==> config.mk <==
export PLATFORM = sky130hd
export DESIGN_NAME = astm_cordic_cell
export DESIGN_NICKNAME = d
export VERILOG_FILES = /design/src/rtl/astm_pkg.sv /design/src/rtl/astm_cordic_cell.sv
export SDC_FILE = /design/constraint.sdc
export NUM_CORES = 1
export LEC_CHECK = 0
export BUFFER_PORTS_ARGS = -buffer_cell sky130_fd_sc_hd__buf_2
export CORE_MARGIN = 2
export CORE_UTILIZATION = 40
export DETAILED_ROUTE_END_ITERATION = 10
export PLACE_DENSITY = 0.69
export SLEW_MARGIN = 40
export SYNTH_ARGS = -nofsm -noshare
export SYNTH_HDL_FRONTEND = slang
export SYNTH_SLANG_ARGS = --single-unit
==> constraint.sdc <==
create_clock -name clk -period 11.6 [get_ports clk]
set_input_delay 2.32 -clock clk [delete_from_list [all_inputs] [get_ports clk]]
set_output_delay 2.32 -clock clk [all_outputs]
set_load 0.02 [all_outputs]
==> src/rtl/astm_pkg.sv <==
// Shared types, constants and the arctangent table of the angular spectrum multiplier.
// No dependencies; every other file of the block except astm_ifs imports this package.
`default_nettype none
package astm_pkg;

  localparam int SQ_STEPS     = 32;
  localparam int RAD_W        = 62;
  localparam int ROOT_W       = 63;
  localparam int CORDIC_STEPS = 24;
  localparam int CW           = 34;

  localparam logic signed [CW-1:0] CORDIC_INV_GAIN = 34'sd652032874;

  localparam logic [1:0] REG_INV_WAVELENGTH_SQ = 2'd0;
  localparam logic [1:0] REG_PROP_DISTANCE     = 2'd1;
  localparam logic [1:0] REG_HALF_BAND_U       = 2'd2;
  localparam logic [1:0] REG_HALF_BAND_V       = 2'd3;

  typedef enum logic [1:0] {
    REGION_OUTSIDE     = 2'd0,
    REGION_EVANESCENT  = 2'd1,
    REGION_PROPAGATING = 2'd2
  } region_t;

  typedef struct packed {
    logic               valid;
    logic signed [15:0] re;
    logic signed [15:0] im;
    region_t            region;
  } side_t;

  // Arctangent of 2^-i in turns, 2^32 to one turn.
  function automatic logic [31:0] atan_turn(input logic [4:0] i);
    logic [31:0] a;
    case (i)
      5'd0:  a = 32'h20000000;
      5'd1:  a = 32'h12E4051E;
      5'd2:  a = 32'h09FB385B;
      5'd3:  a = 32'h051111D4;
      5'd4:  a = 32'h028B0D43;
      5'd5:  a = 32'h0145D7E1;
      5'd6:  a = 32'h00A2F61E;
      5'd7:  a = 32'h00517C55;
      5'd8:  a = 32'h0028BE53;
      5'd9:  a = 32'h00145F2F;
      5'd10: a = 32'h000A2F98;
      5'd11: a = 32'h000517CC;
      5'd12: a = 32'h00028BE6;
      5'd13: a = 32'h000145F3;
      5'd14: a = 32'h0000A2FA;
      5'd15: a = 32'h0000517D;
      5'd16: a = 32'h000028BE;
      5'd17: a = 32'h0000145F;
      5'd18: a = 32'h00000A30;
      5'd19: a = 32'h00000518;
      5'd20: a = 32'h0000028C;
      5'd21: a = 32'h00000146;
      5'd22: a = 32'h000000A3;
      5'd23: a = 32'h00000051;
      default: a = 32'h00000000;
    endcase
    return a;
  endfunction

endpackage
`default_nettype wire

==> src/rtl/astm_cordic_cell.sv <==
// One rotation step of the cosine and sine chain.
// Depends on astm_pkg.
`default_nettype none
module astm_cordic_cell
  import astm_pkg::*;
(
  input  wire logic                 clk,
  input  wire logic                 rst_n,
  input  wire logic                 en,
  input  wire logic [4:0]           step,
  input  wire side_t                side_in,
  input  wire logic signed [CW-1:0] x_in,
  input  wire logic signed [CW-1:0] y_in,
  input  wire logic signed [CW-1:0] z_in,
  output side_t                     side_out,
  output logic signed [CW-1:0]      x_out,
  output logic signed [CW-1:0]      y_out,
  output logic signed [CW-1:0]      z_out
);

  side_t                side_r;
  logic signed [CW-1:0] x_r, y_r, z_r, x_nxt, y_nxt, z_nxt, dx, dy, at;

  always_comb begin
    dx = y_in >>> step;
    dy = x_in >>> step;
    at = $signed({2'b00, atan_turn(step)});
    if (!z_in[CW-1]) begin
      x_nxt = x_in - dx;
      y_nxt = y_in + dy;
      z_nxt = z_in - at;
    end else begin
      x_nxt = x_in + dx;
      y_nxt = y_in - dy;
      z_nxt = z_in + at;
    end
  end

  always_ff @(posedge clk) begin
    if (!rst_n) begin
      side_r.valid <= 1'b0;
    end else if (en) begin
      side_r <= side_in;
      x_r    <= x_nxt;
      y_r    <= y_nxt;
      z_r    <= z_nxt;
    end
  end

  assign side_out = side_r;
  assign x_out    = x_r;
  assign y_out    = y_r;
  assign z_out    = z_r;

endmodule
`default_nettype wire

==> qor.yml <==
status:
  status: "completed"
finish:
  multi_input_area_um2: 11600
  seqCellArea_um2: 4100
  drive_gt1_share_pct: 23.1
  final_nets: 2258
  syn_to_final_growth_pct: 14.4
  nFillCells: 3923
synth:
  synth_area_per_cell_um2: 9.20
  yosysUniqueCellTypes: 88
  ys_seq_area_share_pct: 25.1
  synth_nets: 2034
  async_flop_share_pct: 0
  synth_edf_count: 136
  syn_inst: 1776
  netlist_area_um2: 16300
  ys_ff_latch: 137
  yosys_warnings: 0
  ys_dominant_reg_cell: "edfxtp_1"
drt:
  ant_nets: 0
  wl_per_cell_um: 23.4
  drt-initial-drc-count: 1545
  vias: 15800
  dr.pass1.iters: 7
  remaining_drc_errors: 0
  routed_wl_um: 59600
  viasPerCell: 6.22
global_routing:
  first_global_vias: 15000
  grt.total_usage_pct: 27.5
  grt_max_degree: 84
  grt_pass1_wl_um: 88900
  grt_overflow: 0
  antenna_found_initial: 3
clock_network:
  cts_tree: "built"
  root_buffer: "clkbuf_16"
  ctsResizeCount: 0
  cts_buffers: 17
  hold_buffers: 0
  htreeDepth: 4
  clock_sinks: 137
  clk_path_buf_depth: 2
  clk_pin_slew_worst_paths_ns: 0.07
  post_cts_buffers: 0
  worstSkewPairLatency_ns: 0.46
sta:
  timing.final.crit_share_pct: 76.3
  fmax_mhz: 113
  clock_skew_ns: 0
  tightestPinTransition_ns: 0.890
  finalSetupViolCount: 0
  rsz0062_at_grt: "false"
  maxSlewViolCount: 0
  max_slew_margin_pct: 40.5
  final_hold_viol_count: 0
  fin_tns_setup_ns: 0
  min_period_ns: 8.85
  worst_slack_ns: 2.75
min_path:
  min_path_type: "register to register"
  min_from: "side_out[34]"
floorplan:
  die_x_um: 206
  core_um2: 40600
  fp.dieArea_um2: 42500
  start_util_pct: 40.3
  die_h_um: 206
  fp-row-count: 74
  ios: 282
worst_setup_path:
  timing.rr.start: "side_out[34]"
  cp_max_fo: 55
  crit_slowest_cell: "a211oi_1"
  worstPathCellList: "buf_4 > clkinv_1 > buf_4 > mux2_2 > o21ai_0 > a211oi_1 > nand3b_1 > nand4bb_2 > nor2_1 > nor2_1 > xor2_1 > ha_1 > a21o_1 > a21o_1 > a21oi_1 > or3b_2 > o2111ai_1 > a21boi_0 > a221o_1 > and3_1 > a31o_2 > xor2_1"
  cp_num_buf_inv: 3
  path_class: "input pin to register"
  rrSetupSlack_ns: 11.01
  cp.required_ns: 11.82
  end_kind: "register"
  critPathLaunch: "step[1]"
  crit_family: "compound AO/OA/AOI/OAI gates"
  crit_arrival_ns: 9.07
  cp-start-kind: "input pin"
  critPathMaxStageDelay_ns: 0.72
power:
  p_leak_nw: 7.79
  vdd_drop_max_v: 0.0000756
  power_density_nw_per_um2: 130
placed_design:
  io_buffers: 281
  place_congestion: 0.994
  hpwl_um: 45600
  dpl_worst_slack_ns: 2.26
job:
  cap_violations: 0
[logic make-up after synthesis]
logic type               share of synthesized area [%]
AO/OA/AOI/OAI                                     23.0
AND/OR/NAND/NOR                                   14.4
XOR/XNOR                                          9.65
multiplexers                                      15.1
buffers and inverters                             4.01
flip-flops                                        25.1
adder cells (fa/ha/maj)                           8.79
[routing by layer]
layer	vias up	wire, µm	GRT usage [%]
met4	0	1730	10.5
met3	139	5730	6.56
met5	-	0	0
met1	7606	25600	37.4
met2	870	26600	42.2
li1	7227	-	-
[layout by cell type (no fill, tap or decap), types with 11 or more instances in the layout]
master     count
nor3_1        29
o21bai_1      20
nand2_1      134
inv_1         41
o22ai_1       19
buf_4         23
a21o_1        66
a211oi_1      17
and3_1        12
a21boi_0      11
a31oi_1       37
edfxtp_1     136
nand2b_1      27
o211ai_1      13
a22oi_1       19
ha_1         110
xor2_1        72
mux2_2        27
nor2b_1       24
clkbuf_16     17
buf_2        278
o21a_1        20
and2_1        13
nor2_1       133
mux4_2        65
a21oi_1      158
nand4_1       11
xnor2_1      108
o21ai_0       98
mux2i_1       65
nand3_1       27
[area by class of cell]
| type | count | area share, % |
|---|---|---|
| Multi-Input combinational cell | 1496 | 62.0 |
| Sequential cell | 137 | 21.9 |
| Timing Repair Buffer | 304 | 8.60 |
| Tap cell | 532 | 3.56 |
| Clock buffer | 18 | 2.29 |
| Inverter | 44 | 0.883 |
| Clock inverter | 14 | 0.696 |
| Antenna cell | 2 | 0.0268 |
[where the power goes]
| part | leakage [nW] | internal, mW | total [mW] | switching (mW) |
|---|---|---|---|---|
| logic | 6.24 | 0.476 | 1.22 | 0.739 |
| clock network | 0.264 | 0.282 | 0.531 | 0.249 |
| registers | 1.29 | 0.662 | 0.678 | 0.0156 |
| total | 7.79 | 1.42 | 2.42 | 1.00 |
[synth_stat cells (14+ instances only)]
cell type  instances  share of area, %
o21ai_0           98               3.0
a21o_1            66               3.0
a211oi_1          17              0.78
mux4_2            65               9.0
nor3_1            30              0.92
nand3_1           27              0.83
a21oi_1          158               4.8
buf_2             24              0.74
mux2i_1           65               4.0
inv_1             41              0.94
and2_1            14              0.54
xor2_1            72               3.9
buf_1             15              0.34
nor2_1           134               3.1
a31oi_1           37               1.4
nor2b_1           25              0.96
a22oi_1           19              0.87
clkbuf_1          50               1.1
o21bai_1          20              0.92
nand2b_1          27               1.0
o22ai_1           19              0.73
edfxtp_1         136                25
xnor2_1          108               5.8
ha_1             110               8.4
nand2_1          134               3.1
o21a_1            20              0.92
mux2_2            27               1.9
[flip-flops by register name (all words and copies together), names as in the netlist]
signal and count:
z_out 34, y_out 34, side_out 35, x_out 34
[worst reg2reg max path: stages (launching register included)]
cell,delay [ns]
dfxtp_1,0.31
mux2i_1,0.12
nor2b_1,0.06
[through the flow]
stage	instances	total power, mW	utilization [%]	area (µm²)	hold WS [ns]
after floorplan	1776	1.55	-	16300	0.589
after global placement	2512	1.86	44.7	18100	0.496
after detailed placement	2513	1.87	44.7	18100	0.527
after CTS	2545	2.42	46.1	18700	0.538
after global routing	2547	2.56	46.1	18700	0.560
final	2547	2.42	46.1	18700	0.520
[worst paths after layout]
path | to | cells past startpoint
worst max-delay path | y_out[29] | 22
worst min-delay path | side_out[34] | 2
worst max register to register | side_out[34] | 2
worst min register to register | side_out[34] | 2
Note: power is estimated with default switching activity, not from simulation.
