$ cat src/rtl/astm_pkg.sv
// Shared types, constants and the arctangent table of the angular spectrum multiplier.
// No dependencies; every other file of the block except astm_ifs imports this package.
`default_nettype none
package astm_pkg;

  localparam int SQ_STEPS     = 32;
  localparam int RAD_W        = 62;
  localparam int ROOT_W       = 63;
  localparam int CORDIC_STEPS = 24;
  localparam int CW           = 34;

  localparam logic signed [CW-1:0] CORDIC_INV_GAIN = 34'sd652032874;

  localparam logic [1:0] REG_INV_WAVELENGTH_SQ = 2'd0;
  localparam logic [1:0] REG_PROP_DISTANCE     = 2'd1;
  localparam logic [1:0] REG_HALF_BAND_U       = 2'd2;
  localparam logic [1:0] REG_HALF_BAND_V       = 2'd3;

  typedef enum logic [1:0] {
    REGION_OUTSIDE     = 2'd0,
    REGION_EVANESCENT  = 2'd1,
    REGION_PROPAGATING = 2'd2
  } region_t;

  typedef struct packed {
    logic               valid;
    logic signed [15:0] re;
    logic signed [15:0] im;
    region_t            region;
  } side_t;

  // Arctangent of 2^-i in turns, 2^32 to one turn.
  function automatic logic [31:0] atan_turn(input logic [4:0] i);
    logic [31:0] a;
    case (i)
      5'd0:  a = 32'h20000000;
      5'd1:  a = 32'h12E4051E;
      5'd2:  a = 32'h09FB385B;
      5'd3:  a = 32'h051111D4;
      5'd4:  a = 32'h028B0D43;
      5'd5:  a = 32'h0145D7E1;
      5'd6:  a = 32'h00A2F61E;
      5'd7:  a = 32'h00517C55;
      5'd8:  a = 32'h0028BE53;
      5'd9:  a = 32'h00145F2F;
      5'd10: a = 32'h000A2F98;
      5'd11: a = 32'h000517CC;
      5'd12: a = 32'h00028BE6;
      5'd13: a = 32'h000145F3;
      5'd14: a = 32'h0000A2FA;
      5'd15: a = 32'h0000517D;
      5'd16: a = 32'h000028BE;
      5'd17: a = 32'h0000145F;
      5'd18: a = 32'h00000A30;
      5'd19: a = 32'h00000518;
      5'd20: a = 32'h0000028C;
      5'd21: a = 32'h00000146;
      5'd22: a = 32'h000000A3;
      5'd23: a = 32'h00000051;
      default: a = 32'h00000000;
    endcase
    return a;
  endfunction

endpackage
`default_nettype wire

$ cat src/rtl/astm_sqrt_cell.sv
// One bit step of the restoring square root chain.
// Depends on astm_pkg.
`default_nettype none
module astm_sqrt_cell
  import astm_pkg::*;
(
  input  wire logic              clk,
  input  wire logic              rst_n,
  input  wire logic              en,
  input  wire logic [4:0]        step,
  input  wire side_t             side_in,
  input  wire logic [RAD_W-1:0]  v_in,
  input  wire logic [ROOT_W-1:0] res_in,
  output side_t                  side_out,
  output logic [RAD_W-1:0]       v_out,
  output logic [ROOT_W-1:0]      res_out
);

  side_t              side_r;
  logic [RAD_W-1:0]   v_r, v_nxt;
  logic [ROOT_W-1:0]  res_r, res_nxt, bitv;
  logic [ROOT_W:0]    sum;

  always_comb begin
    bitv = ROOT_W'(1) << (6'd62 - {step, 1'b0});
    sum  = {1'b0, res_in} + {1'b0, bitv};
    if ({2'b00, v_in} >= sum) begin
      v_nxt   = v_in - sum[RAD_W-1:0];
      res_nxt = (res_in >> 1) + bitv;
    end else begin
      v_nxt   = v_in;
      res_nxt = res_in >> 1;
    end
  end

  always_ff @(posedge clk) begin
    if (!rst_n) begin
      side_r.valid <= 1'b0;
    end else if (en) begin
      side_r <= side_in;
      v_r    <= v_nxt;
      res_r  <= res_nxt;
    end
  end

  assign side_out = side_r;
  assign v_out    = v_r;
  assign res_out  = res_r;

endmodule
`default_nettype wire

$ cat config.mk
export PLATFORM = sky130hd
export DESIGN_NAME = astm_sqrt_cell
export DESIGN_NICKNAME = d
export VERILOG_FILES = /design/src/rtl/astm_pkg.sv /design/src/rtl/astm_sqrt_cell.sv
export SDC_FILE = /design/constraint.sdc
export NUM_CORES = 1
export LEC_CHECK = 0
export CAP_MARGIN = 40
export CORE_ASPECT_RATIO = 0.75
export CORE_UTILIZATION = 39
export DETAILED_ROUTE_END_ITERATION = 8
export DONT_BUFFER_PORTS = 1
export PLACE_DENSITY_LB_ADDON = 0.25
export SKIP_CTS_REPAIR_TIMING = 1
export SYNTH_ARGS = -nofsm -noshare
export SYNTH_HDL_FRONTEND = slang
export SYNTH_SLANG_ARGS = --single-unit
export TNS_END_PERCENT = 30
$ cat constraint.sdc
create_clock -name clk -period 12.7 [get_ports clk]
set_input_delay 0.635 -clock clk [delete_from_list [all_inputs] [get_ports clk]]
set_output_delay 0.635 -clock clk [all_outputs]
set_load 0.1 [all_outputs]
==> run_results.csv <==
group,metric,value,unit
sta,skew,0,ns
floorplanning,die_area,0.0387,mm^2
floorplanning,die_w,227,um
clock_network,htree_levels,4,
pwr,max-vdd-ir-drop,0.0978,mV
clock_network,numCtsBuffers,17,
min_path,hp-class,"in -> reg",
floorplanning,initial_utilization,0.397,
clock_network,clk_path_buf_depth,2,
min_path,whs_path_depth,0,
clock_network,cts_root_buf,"clkbuf_16",
global_routing,grt_pass1_vias,12023,
sta,fin_tns_setup,0,ns
critical_path,arrival,8.17,ns
final_layout,layout.area.seq,0.00479,mm^2
job,drv_cap,0,
logic_synthesis,synth_xor_area_frac,0.102,
detailed_routing,wl_per_cell,23.5,um
sta,slew_headroom,0.372,
sta,setup_slack,4.74,ns
logic_synthesis,synth_top_family_by_area,"compound AO/OA/AOI/OAI gates",
final_layout,final_common_cell,"edfxtp_1",
final_layout,drive_above_1_share,0.110,
detailed_routing,drc,0,
logic_synthesis,yosys.area_share.simple,0.160,
sta,max_slew.worst_pin.slew,0.918,ns
global_routing,grt_max_degree,68,
final_layout,area_growth,23.0,%
clock_network,clock_latency,0.47,ns
pwr,power.density,114,mW/mm^2
detailed_routing,first_pass_iters,6,
clock_network,cts_tree,"yes",
sta,hold_violations,0,
logic_synthesis,yosys-mux-area-fraction,0.0545,
detailed_routing,num_vias,13264,
final_layout,layout_common_cells,"edfxtp_1, nand2_1, a21oi_1",
placement,io_buffers,0,
logic_synthesis,synth.yosys.warnings,0,
final_layout,nFillCells,3461,
logic_synthesis,ys.flop_type,"edfxtp_1",
global_routing,antenna_found_initial,0,
critical_path,crit_path_end_kind,"register",
final_layout,nNetsFinal,1964,
sta,grt_setup_unrepaired,"false",
logic_synthesis,synth_compound_area_frac,0.222,
placement,dpl_worst_slack,4.32,ns
logic_synthesis,synth-adder-area-share,0.107,
clock_network,cts_sinks,160,
logic_synthesis,syn_area,0.0148,mm^2
logic_synthesis,netlist_instances,1616,
critical_path,cp_data_required_time,12.91,ns
floorplanning,core.rowCount,61,
critical_path,critPathMaxFanout,49,
sta,max_freq,126,MHz
logic_synthesis,yosysSeqAreaShare,0.324,
clock_network,clkTransAtPathRegs,0.07,ns
final_layout,multi_input_area,0.00956,mm^2
critical_path,critical_path_class,"in -> reg",
critical_path,crit_path_start_kind,"input port",
detailed_routing,drt-total-wl,51300,um
logic_synthesis,synthArstFlopShare,0,
logic_synthesis,avgSynthCellArea,9.16,um^2
critical_path,reg2reg_depth,2,
placement,dp_hpwl,40300,um
logic_synthesis,ys_ff_latch,160,
sta,period_share,0.627,
logic_synthesis,synth-edff-count,159,
floorplanning,die_h,171,um
logic_synthesis,syn_nets,1908,
placement,gp_congestion,0.955,
global_routing,grt_pass1_wl,75900,um
sta,fin_crit,7.96,ns
sta,setup_viol,0,
global_routing,gr-total-overflow,0,
final_layout,diodes,0,
sta,slew_viol_final,0,
floorplanning,num_io_pins,328,
detailed_routing,vias_per_cell,6.06,
pwr,p_leak,0.00709,uW
detailed_routing,ant_nets,0,
logic_synthesis,yosys.cell_types.count,79,
run_status,status,"finished, final reports clean",
detailed_routing,drtIter0Drc,1398,
global_routing,grt.total_usage,0.261,
floorplanning,core_region_area,0.0372,mm^2
==> path summary, 6_finish.rpt <==
check / startpoint / to / slack (ns)
hold reg to reg: side_out[34]$_SDFFE_PN0P_ / side_out[34]$_SDFFE_PN0P_ / 0.57
hold / removal: side_in[28] / side_out[28]$_DFFE_PP_ / 0.25
setup reg to reg: side_out[34]$_SDFFE_PN0P_ / side_out[34]$_SDFFE_PN0P_ / 12.07
setup / recovery: step[1] / res_out[24]$_DFFE_PP_ / 4.74
==> critical path: stages <==
cell	delay, ns
or3b_2	0.51
nor2_1	0.26
ha_1	0.33
a31o_1	0.26
a31oi_1	0.24
o31ai_1	0.18
a31oi_1	0.31
o21ai_1	0.22
a31oi_1	0.34
nand2_1	0.14
a211o_1	0.34
a21boi_1	0.46
nor4_1	0.09
a311oi_1	0.37
ha_1	0.39
a21oi_1	0.31
o21a_1	0.19
o21ai_0	0.08
a21oi_1	0.17
inv_1	0.07
nor4_1	0.30
a21o_1	0.16
a211o_2	0.10
and2_4	0.52
buf_4	0.70
mux2_1	0.40
==> per-stage QoR <==
stage / power (uW) / utilization / hold WS (ns) / std cells / cell area, um^2
floorplan: 1270 / - / 0.734 / 1616 / 14800
global placement: 1350 / 0.407 / 0.734 / 2061 / 15200
detailed placement: 1470 / 0.464 / 0.559 / 2146 / 17300
CTS: 2060 / 0.481 / 0.221 / 2178 / 17900
global route: 2150 / 0.489 / 0.221 / 2189 / 18200
finish: 2070 / 0.489 / 0.254 / 2189 / 18200
==> sequential cells by signal, summed over array words and instances (netlist names) <==
name and flops:
res_out 63, v_out 62, side_out 35
==> metal layers <==
metal	wire length, um	share of wire	global-route usage
met5	0	0	0
met4	1230	0.024	0.0846
met3	4330	0.084	0.0580
met2	20900	0.41	0.359
met1	24900	0.48	0.396
==> power breakdown <==
part           switching [uW]  internal (uW)
sequential                152            637
combinational             424            269
clock                     233            354
total                     809           1260
==> final cells by class <==
class                   count  share of cell area
flip-flops and latches    160               0.263
multi-input cells        1356               0.525
repair buffers            102               0.134
clock inverters            10              0.0104
inverters                  35             0.00722
clock buffers              22              0.0249
well taps                 504              0.0346
==> synthesized netlist by cell type (5+ instances only) <==
library cell	count	share of area
and3_1	17	0.0072
o21a_1	17	0.0086
nand4_1	30	0.013
a221oi_1	5	0.0030
and4_1	5	0.0030
a21boi_0	15	0.0076
mux2_1	55	0.042
nor2_1	113	0.029
nand2_1	131	0.033
nand3_1	55	0.019
mux2_2	14	0.011
nor3b_1	6	0.0030
o21ai_0	101	0.034
nand2b_1	17	0.0072
nor2b_1	23	0.0097
ha_1	123	0.10
nand3b_1	10	0.0051
o21bai_1	24	0.012
o31ai_1	18	0.0091
a41oi_1	8	0.0047
xor2_1	89	0.053
or2_2	9	0.0038
xnor2_1	84	0.050
buf_6	8	0.0061
a21o_1	46	0.023
o211ai_1	8	0.0041
or3_1	7	0.0030
a211oi_1	8	0.0041
o211a_1	5	0.0034
nor4_1	6	0.0025
a21oi_1	128	0.043
inv_1	35	0.0089
buf_2	7	0.0024
edfxtp_1	159	0.32
nor3_1	19	0.0064
a31o_2	18	0.011
a31oi_1	56	0.024
and2_1	17	0.0072
clkbuf_1	47	0.012
a211o_1	5	0.0030
==> cells by family (layout without fill, tap and decap cells) <==
group | count (synthesis) | after routing
AO/OA/AOI/OAI | 505 | 505
XOR/XNOR | 173 | 173
adder cells (fa/ha/maj) | 127 | 127
buffers and inverters | 100 | 169
flip-flops | 160 | 160
multiplexers | 72 | 72
AND/OR/NAND/NOR | 479 | 479
(Power assumes the default switching activity.)
